==> config.mk <==
export PLATFORM = sky130hd
export DESIGN_NAME = repeating_interval_timer_bank
export DESIGN_NICKNAME = d
export VERILOG_FILES = /design/src/sv/rit_pkg.sv /design/src/sv/repeating_interval_timer_bank.sv
export SDC_FILE = /design/constraint.sdc
export NUM_CORES = 2
export LEC_CHECK = 0
export BUFFER_PORTS_ARGS = -buffer_cell sky130_fd_sc_hd__buf_2
export CAP_MARGIN = 30
export CORE_MARGIN = 4
export CORE_UTILIZATION = 41
export DETAILED_ROUTE_END_ITERATION = 10
export PLACE_DENSITY = 0.64
export SLEW_MARGIN = 0
export SYNTH_ARGS = -nofsm -noshare
export SYNTH_HDL_FRONTEND = slang
export SYNTH_SLANG_ARGS = --single-unit
==> constraint.sdc <==
create_clock -name clk -period 16.6 [get_ports clk]
set_input_delay 1.66 -clock clk [delete_from_list [all_inputs] [get_ports clk]]
set_output_delay 1.66 -clock clk [all_outputs]
set_load 0.05 [all_outputs]
==> src/sv/rit_pkg.sv <==
`timescale 1ns / 1ps
package rit_pkg;
	localparam int NUM_SLOTS = 16;
	localparam int TIME_W    = 32;
	localparam int SLOT_W    = (NUM_SLOTS > 1) ? $clog2(NUM_SLOTS) : 1;
	localparam int STEP_W    = $clog2(TIME_W);

	// request codes
	localparam logic [1:0] REQ_REG    = 2'd0;
	localparam logic [1:0] REQ_DEL    = 2'd1;
	localparam logic [1:0] REQ_TICK   = 2'd2;
	localparam logic [1:0] REQ_UNUSED = 2'd3;

	// result kinds
	localparam logic [2:0] KIND_REG   = 3'd0;
	localparam logic [2:0] KIND_FULL  = 3'd1;
	localparam logic [2:0] KIND_DEL   = 3'd2;
	localparam logic [2:0] KIND_FIRED = 3'd3;
	localparam logic [2:0] KIND_NONE  = 3'd4;

	typedef struct packed {
		logic [2:0]  kind;
		logic [3:0]  slot;
		logic [7:0]  owner;
		logic [31:0] count;
		logic        expired;
		logic [4:0]  matched;
		logic        last;
	} result_t;
endpackage

==> src/sv/repeating_interval_timer_bank.sv <==
`timescale 1ns / 1ps
// Bank of timer slots driven by start/busy requests. A request of a known type is taken
// when start is high and busy is low; busy then stays high until the request is done.
// Register and delete requests walk the slots one per cycle. A tick walks the slots one
// per cycle and, for each due slot with a nonzero period, stops to run a shared restoring
// divider that gets elapsed / period. Results appear for one cycle on result_valid and
// cannot be held off by the receiver: a tick result is buffered until the next one (or
// the end of the scan) is known so that last can be set, and results always come in slot
// order.
module repeating_interval_timer_bank
	import rit_pkg::*;
(
	input  logic        clk,
	input  logic        arst_n,
	input  logic        start,
	output logic        busy,
	input  logic [1:0]  req_type,
	input  logic [7:0]  owner_id,
	input  logic [31:0] next_delay,
	input  logic [31:0] period,
	input  logic [15:0] repeat_count,
	input  logic [31:0] now_time,
	output logic        result_valid,
	output logic [2:0]  kind,
	output logic [3:0]  slot,
	output logic [7:0]  fired_owner,
	output logic [31:0] fire_count,
	output logic        expired,
	output logic [4:0]  matched_count,
	output logic        last
);

	// sequencer states
	localparam logic [1:0] ST_IDLE = 2'd0;
	localparam logic [1:0] ST_SCAN = 2'd1;
	localparam logic [1:0] ST_DIV  = 2'd2;
	localparam logic [1:0] ST_FIN  = 2'd3;

	logic [1:0]        state_q, state_d;
	logic [SLOT_W-1:0] idx_q;
	logic [1:0]        req_q;
	logic [7:0]        owner_q;
	logic [TIME_W-1:0] delay_q, per_q, now_q;
	logic [15:0]       rep_q;
	logic [4:0]        matched_q;

	// slot table
	logic [NUM_SLOTS-1:0] valid_q;
	logic [7:0]           tab_owner_q [NUM_SLOTS];
	logic [TIME_W-1:0]    tab_due_q   [NUM_SLOTS];
	logic [TIME_W-1:0]    tab_per_q   [NUM_SLOTS];
	logic [15:0]          tab_rep_q   [NUM_SLOTS];

	// shared divider
	logic [TIME_W-1:0] rem_q, quo_q;
	logic [STEP_W-1:0] step_q;
	logic [TIME_W:0]   trial;

	// pending tick result, held until we know whether it is the last one
	logic    pend_valid_q;
	result_t pend_q;
	result_t out_q;
	logic    out_valid_q;

	// current slot fields
	logic              cur_valid;
	logic [7:0]        cur_owner;
	logic [TIME_W-1:0] cur_due, cur_per, elapsed;
	logic [15:0]       cur_rep;
	logic              at_end;

	assign cur_valid = valid_q[idx_q];
	assign cur_owner = tab_owner_q[idx_q];
	assign cur_due   = tab_due_q[idx_q];
	assign cur_per   = tab_per_q[idx_q];
	assign cur_rep   = tab_rep_q[idx_q];
	assign elapsed   = now_q - cur_due;
	assign at_end    = (idx_q == SLOT_W'(NUM_SLOTS - 1));
	assign trial     = {rem_q, quo_q[TIME_W-1]} - {1'b0, cur_per};

	// firing result for the current slot, valid in scan (zero period) or at divider end
	logic              fire_now;
	logic [TIME_W-1:0] cnt_raw;
	logic [31:0]       cnt_out;
	logic              fire_free;
	logic [TIME_W-1:0] due_new;
	logic [15:0]       rep_new;
	logic              due_hit;

	assign due_hit = cur_valid && !elapsed[TIME_W-1];

	always_comb begin
		fire_now  = 1'b0;
		cnt_raw   = '0;
		cnt_out   = '0;
		fire_free = 1'b0;
		due_new   = cur_due;
		rep_new   = cur_rep;
		if (state_q == ST_SCAN && req_q == REQ_TICK && due_hit && cur_per == '0) begin
			fire_now = 1'b1;
			if (cur_rep != 16'd0) begin
				cnt_out   = 32'(cur_rep);
				fire_free = 1'b1;
			end else begin
				cnt_out = 32'hFFFF_FFFF;
			end
		end else if (state_q == ST_DIV && step_q == '0) begin
			fire_now = 1'b1;
			// last quotient bit folded in here
			cnt_raw = {quo_q[TIME_W-2:0], !trial[TIME_W]} + TIME_W'(1);
			if (cur_rep != 16'd0 && cnt_raw >= TIME_W'(cur_rep)) begin
				cnt_out   = 32'(cur_rep);
				fire_free = 1'b1;
			end else begin
				cnt_out = 32'(cnt_raw);
				// due + cnt*per == now - remainder + per
				due_new = now_q - (trial[TIME_W] ? {rem_q[TIME_W-2:0], quo_q[TIME_W-1]}
					: trial[TIME_W-1:0]) + cur_per;
				if (cur_rep != 16'd0)
					rep_new = cur_rep - cnt_raw[15:0];
			end
		end
	end

	// output selection
	logic    emit;
	result_t emit_r;
	result_t fire_r;
	logic    hit_del;

	assign hit_del = cur_valid && (cur_owner == owner_q);

	always_comb begin
		fire_r         = '0;
		fire_r.kind    = KIND_FIRED;
		fire_r.slot    = 4'(idx_q);
		fire_r.owner   = cur_owner;
		fire_r.count   = cnt_out;
		fire_r.expired = fire_free;
	end

	always_comb begin
		state_d = state_q;
		emit    = 1'b0;
		emit_r  = '0;
		unique case (state_q)
			ST_IDLE: begin
				if (start && req_type != REQ_UNUSED)
					state_d = ST_SCAN;
			end
			ST_SCAN: begin
				unique case (req_q)
					REQ_REG: begin
						if (!cur_valid) begin
							emit        = 1'b1;
							emit_r.kind = KIND_REG;
							emit_r.slot = 4'(idx_q);
							emit_r.last = 1'b1;
							state_d     = ST_IDLE;
						end else if (at_end) begin
							emit        = 1'b1;
							emit_r.kind = KIND_FULL;
							emit_r.last = 1'b1;
							state_d     = ST_IDLE;
						end
					end
					REQ_DEL: begin
						if (at_end) begin
							emit           = 1'b1;
							emit_r.kind    = KIND_DEL;
							emit_r.matched = matched_q + 5'(hit_del);
							emit_r.last    = 1'b1;
							state_d        = ST_IDLE;
						end
					end
					default: begin
						if (due_hit && cur_per != '0) begin
							state_d = ST_DIV;
						end else if (at_end) begin
							state_d = ST_FIN;
						end
						if (fire_now && pend_valid_q) begin
							emit   = 1'b1;
							emit_r = pend_q;
						end
					end
				endcase
			end
			ST_DIV: begin
				if (step_q == '0) begin
					state_d = at_end ? ST_FIN : ST_SCAN;
					if (pend_valid_q) begin
						emit   = 1'b1;
						emit_r = pend_q;
					end
				end
			end
			default: begin
				emit = 1'b1;
				if (pend_valid_q) begin
					emit_r      = pend_q;
					emit_r.last = 1'b1;
				end else begin
					emit_r.kind = KIND_NONE;
					emit_r.last = 1'b1;
				end
				state_d = ST_IDLE;
			end
		endcase
	end

	// control registers
	always_ff @(posedge clk or negedge arst_n) begin
		if (!arst_n) begin
			state_q      <= ST_IDLE;
			idx_q        <= '0;
			valid_q      <= '0;
			pend_valid_q <= 1'b0;
			out_valid_q  <= 1'b0;
			matched_q    <= '0;
			step_q       <= '0;
		end else begin
			state_q     <= state_d;
			out_valid_q <= emit;
			if (state_q == ST_IDLE) begin
				idx_q        <= '0;
				matched_q    <= '0;
				pend_valid_q <= 1'b0;
			end
			if (state_q == ST_SCAN) begin
				if (req_q == REQ_REG && !cur_valid)
					valid_q[idx_q] <= 1'b1;
				if (req_q == REQ_DEL && hit_del) begin
					valid_q[idx_q] <= 1'b0;
					matched_q      <= matched_q + 5'd1;
				end
				if (state_d == ST_SCAN)
					idx_q <= idx_q + SLOT_W'(1);
				if (state_d == ST_DIV)
					step_q <= STEP_W'(TIME_W - 1);
			end
			if (state_q == ST_DIV) begin
				step_q <= step_q - STEP_W'(1);
				if (step_q == '0 && !at_end)
					idx_q <= idx_q + SLOT_W'(1);
			end
			if (fire_now) begin
				pend_valid_q <= 1'b1;
				if (fire_free)
					valid_q[idx_q] <= 1'b0;
			end
		end
	end

	// payload registers
	always_ff @(posedge clk) begin
		if (state_q == ST_IDLE && start) begin
			req_q   <= req_type;
			owner_q <= owner_id;
			delay_q <= TIME_W'(next_delay);
			per_q   <= TIME_W'(period);
			rep_q   <= repeat_count;
			now_q   <= TIME_W'(now_time);
		end
		if (state_q == ST_SCAN && req_q == REQ_REG && !cur_valid) begin
			tab_owner_q[idx_q] <= owner_q;
			tab_due_q[idx_q]   <= now_q + delay_q;
			tab_per_q[idx_q]   <= per_q;
			tab_rep_q[idx_q]   <= rep_q;
		end
		if (state_q == ST_SCAN && state_d == ST_DIV) begin
			rem_q <= '0;
			quo_q <= elapsed;
		end
		if (state_q == ST_DIV) begin
			if (!trial[TIME_W])
				rem_q <= trial[TIME_W-1:0];
			else
				rem_q <= {rem_q[TIME_W-2:0], quo_q[TIME_W-1]};
			quo_q <= {quo_q[TIME_W-2:0], !trial[TIME_W]};
		end
		if (fire_now) begin
			pend_q             <= fire_r;
			tab_due_q[idx_q]   <= due_new;
			tab_rep_q[idx_q]   <= rep_new;
		end
		if (emit)
			out_q <= emit_r;
	end

	assign busy          = (state_q != ST_IDLE);
	assign result_valid  = out_valid_q;
	assign kind          = out_q.kind;
	assign slot          = out_q.slot;
	assign fired_owner   = out_q.owner;
	assign fire_count    = out_q.count;
	assign expired       = out_q.expired;
	assign matched_count = out_q.matched;
	assign last          = out_q.last;

	// a request's results end with last and nothing follows in the next cycle
	a_last_gap: assert property (@(posedge clk) disable iff (!arst_n)
		result_valid && last |=> !result_valid)
		else $error("result right after last");

	// an accepted known request makes the block busy
	a_accept_busy: assert property (@(posedge clk) disable iff (!arst_n)
		start && !busy && req_type != REQ_UNUSED |=> busy)
		else $error("accepted request did not start");

	// only fired results may come without last
	a_nonlast_fired: assert property (@(posedge clk) disable iff (!arst_n)
		result_valid && !last |-> kind == KIND_FIRED)
		else $error("non-final result that is not a firing");

endmodule
==> run_results.csv <==
group,metric,value,unit
power_and_ir_drop,p_seq_frac,0.349,
clock_network,holdBufCountCts,0,
sta,max_slew_margin,0.192,
global_route,grt_usage,0.211,
worst_setup_path,crit_end,"tab_due_q[8][27]$_DFFE_PP_",
clock_network,clk_path_buf_depth,3,
synth,synth_edf_count,1693,
die,die_w,436,um
clock_network,postCtsSetupRepairBufs,0,
power_and_ir_drop,p_clk_frac,0.247,
synth,netlist_instances,4245,
synth,synth_ff_type,"edfxtp_1",
sta,fin_setup_tns,0,ns
synth,syn-num-nets,4575,
sta,worst_pin_slew,1.21,ns
die,core_area,181000,um^2
power_and_ir_drop,p_comb_frac,0.403,
global_route,grt_max_degree,101,
placement,gp_congestion,0.936,
worst_setup_path,crit_fanout,46,
global_route,antenna_found_initial,4,
sta,final.setup_skew,0.0475,ns
worst_setup_path,cp-end-kind,"register",
die,io_pins,181,
sta,timing.final.crit_share,0.678,
clock_network,numClockSinks,1727,
clock_network,cts_resized,0,
layout,final_common_cell,"edfxtp_1",
worst_setup_path,worstPathArrival,11.80,ns
layout,syn_to_final_growth,13.8,%
detailed_routing,vias,41600,
synth,syn_area,74900,um^2
worst_setup_path,cp_top_family,"compound AO/OA/AOI/OAI gates",
die,die_area,190000,um^2
die,rows,156,
power_and_ir_drop,internal_power,10.3,mW
die,initial_core_util,0.413,
placement,placed_cell_area,79200,um^2
placement,portBuffers,180,
worst_setup_path,r2r_start,"idx_q[0]$_DFF_PN0_",
layout,nets,4882,
min_path,hold_path.class,"register to register",
run_status,outcome,"completed",
sta,slew_viol_final,0,
detailed_routing,ant_nets,0,
sta,rsz0062_at_grt,"false",
worst_setup_path,reg2reg_to,"tab_due_q[8][27]$_DFFE_PP_",
layout,design_area,85300,um^2
power_and_ir_drop,p_per_area,192,nW/um^2
worst_setup_path,crit_path_frequent_cell,"o21ai_0",
global_route,grt_overflow,0,
worst_setup_path,required,17.14,ns
layout,layout_common_cells,"edfxtp_1, mux4_2, nand2_1",
worst_setup_path,cp.depth,28,
worst_setup_path,crit_buf_inv,5,
worst_setup_path,r2r_slack,5.34,ns
clock_network,clkSlewWorstSetupHoldPaths,0.06,ns
power_and_ir_drop,swShare,0.372,
detailed_routing,drc,0,
flow_run,maxCapViolCount,0,
sta,finalCriticalPeriod,11.26,ns
synth,synth.distinct_cells,86,
layout,diodes,0,
worst_setup_path,cpPeakStageDelay,0.95,ns
clock_network,h-tree-depth,4,
detailed_routing,totalWireLength,203000,um
power_and_ir_drop,power.net_switching,6.08,mW
worst_setup_path,rr_worst_depth,28,
clock_network,cts_tree,"yes",
clock_network,cts_root_buf,"clkbuf_16",
detailed_routing,via_per_inst,5.88,
detailed_routing,dr.pass1.iters,6,
worst_setup_path,setup.worst_path.class,"register to register",
detailed_routing,avgRoutedWirePerCell,28.6,um
sta,setup_viol,0,
synth,ys_warn_count,0,
power_and_ir_drop,leakage,28.4,nW
clock_network,numCtsBuffers,176,
synth,ys_seq_area_frac,0.690,
global_route,grt_pass1_wl,292000,um
clock_network,clk_latency,0.84,ns
placement,dp_hpwl,125000,um
detailed_routing,first_iter_violations,4557,
power_and_ir_drop,ir_worst_vdd,0.000225,V
synth,syn_area_per_cell,17.7,um^2
sta,max_freq,88.8,MHz
synth,async_flop_share,0.0197,
worst_setup_path,worstSetupStartpointType,"register",
layout,drive_gt1_frac,0.231,
die,die-height,436,um
sta,hold_violations,0,
worst_setup_path,startpoint,"idx_q[0]$_DFF_PN0_",
synth,ys_ff_latch,1727,
worst_setup_path,crit_path_top_delay_cell,"dfrtp_4",
global_route,grt_pass1_vias,41200,
==> how the worst min path moves through the flow <==
stage                                startpoint               endpoint  slack (ns)  cells after the start
after CTS                 valid_q[14]$_DFF_PN0_  valid_q[14]$_DFF_PN0_        0.49                      1
final                     valid_q[14]$_DFF_PN0_  valid_q[14]$_DFF_PN0_        0.49                      1
after floorplan              idx_q[2]$_DFF_PN0_   pend_q[49]$_DFFE_PN_        0.42                      0
after global placement     valid_q[6]$_DFF_PN0_   valid_q[6]$_DFF_PN0_        0.47                      1
after global routing       valid_q[4]$_DFF_PN0_   valid_q[4]$_DFF_PN0_        0.50                      1
after detailed placement  valid_q[14]$_DFF_PN0_  valid_q[14]$_DFF_PN0_        0.47                      1
==> through the flow <==
stage / setup WS (ns) / std cells / hold WS, ns / total power [mW] / util
after floorplan: 5.65 / 4245 / 0.423 / 10.2 / -
after detailed placement: 5.45 / 6739 / 0.474 / 12.3 / 0.437
after CTS: 5.39 / 7066 / 0.487 / 16.3 / 0.470
after global placement: 5.30 / 6734 / 0.465 / 12.2 / 0.437
final: 5.34 / 7071 / 0.487 / 16.3 / 0.470
after global routing: 4.61 / 7071 / 0.497 / 17.1 / 0.470
==> synth_stat cells (all sizes together), types with 6 or more instances <==
library cell  count  area share
nor3             35      0.0023
fa               35      0.0094
nand4            28      0.0024
buf              67      0.0055
o21a             36      0.0036
and4              7     0.00082
ha              170       0.028
a22oi             8     0.00080
a21oi           107      0.0072
mux2              9      0.0014
a221oi           67      0.0087
nand2           222       0.011
nand3            53      0.0035
dfrtp            34       0.011
or2              11     0.00092
a22o             34      0.0040
inv             200       0.010
clkbuf          101      0.0051
nor4             11      0.0010
o211ai           17      0.0017
mux4            409        0.12
a311oi            7     0.00082
and2             83      0.0070
nor2            157      0.0079
o31ai            20      0.0020
o41ai             6     0.00080
nor2b            14      0.0012
or3              13      0.0011
o21ai           145      0.0099
o311ai            7     0.00082
xnor2           101       0.012
o22a             16      0.0019
nand2b           24      0.0020
o221a             7      0.0011
mux2i            28      0.0037
edfxtp         1693        0.68
a211oi           25      0.0025
and3             25      0.0021
o21bai           17      0.0017
xor2             51      0.0060
a21o             54      0.0054
a31oi            17      0.0014
==> area by class of cell <==
| type | instances | area, um^2 |
|---|---|---|
| fillers | 15100 | 96100 |
| clock buffers | 205 | 4590 |
| flip-flops and latches | 1727 | 51700 |
| multi-input cells | 2147 | 22000 |
| well taps | 2370 | 2970 |
| inverters | 203 | 767 |
| repair buffers | 297 | 1840 |
| clock inverters | 122 | 1380 |
==> flip-flops by register name, summed over array words and instances, names as in the netlist, 16 cells and up <==
register,count
tab_due_q,512
tab_per_q,512
tab_rep_q,256
tab_owner_q,128
pend_q,45
delay_q,32
fire_count,32
now_q,32
per_q,32
quo_q,32
rem_q,32
rep_q,16
valid_q,16
==> routing by layer <==
metal  up-vias  wire [um]  track usage
li1      17700          -            -
met1     21900      80900        0.279
met2      1627     101000        0.352
met3       364      12400       0.0321
met4         0       8340       0.0827
met5         -          0            0
==> power by group through the flow <==
stage	clock network (mW)	registers (mW)	logic, mW
6_report	4.04	5.71	6.59
5_1_grt	4.31	5.73	7.08
4_1_cts	4.12	5.71	6.52
3_5_place_dp	0	5.80	6.49
3_3_place_gp	0	5.79	6.45
2_1_floorplan	0	5.73	4.45
==> cell families (layout without fill, tap and decap cells) <==
group,after synthesis,count (layout),synth area share
buf+inv,371,827,0.0207
xor+xnor,152,152,0.0178
fa+ha+maj,205,205,0.0377
mux,446,446,0.128
compound gates,643,643,0.0606
flops,1727,1727,0.690
simple gates,701,701,0.0454
Note: power is estimated with default switching activity, not from simulation.
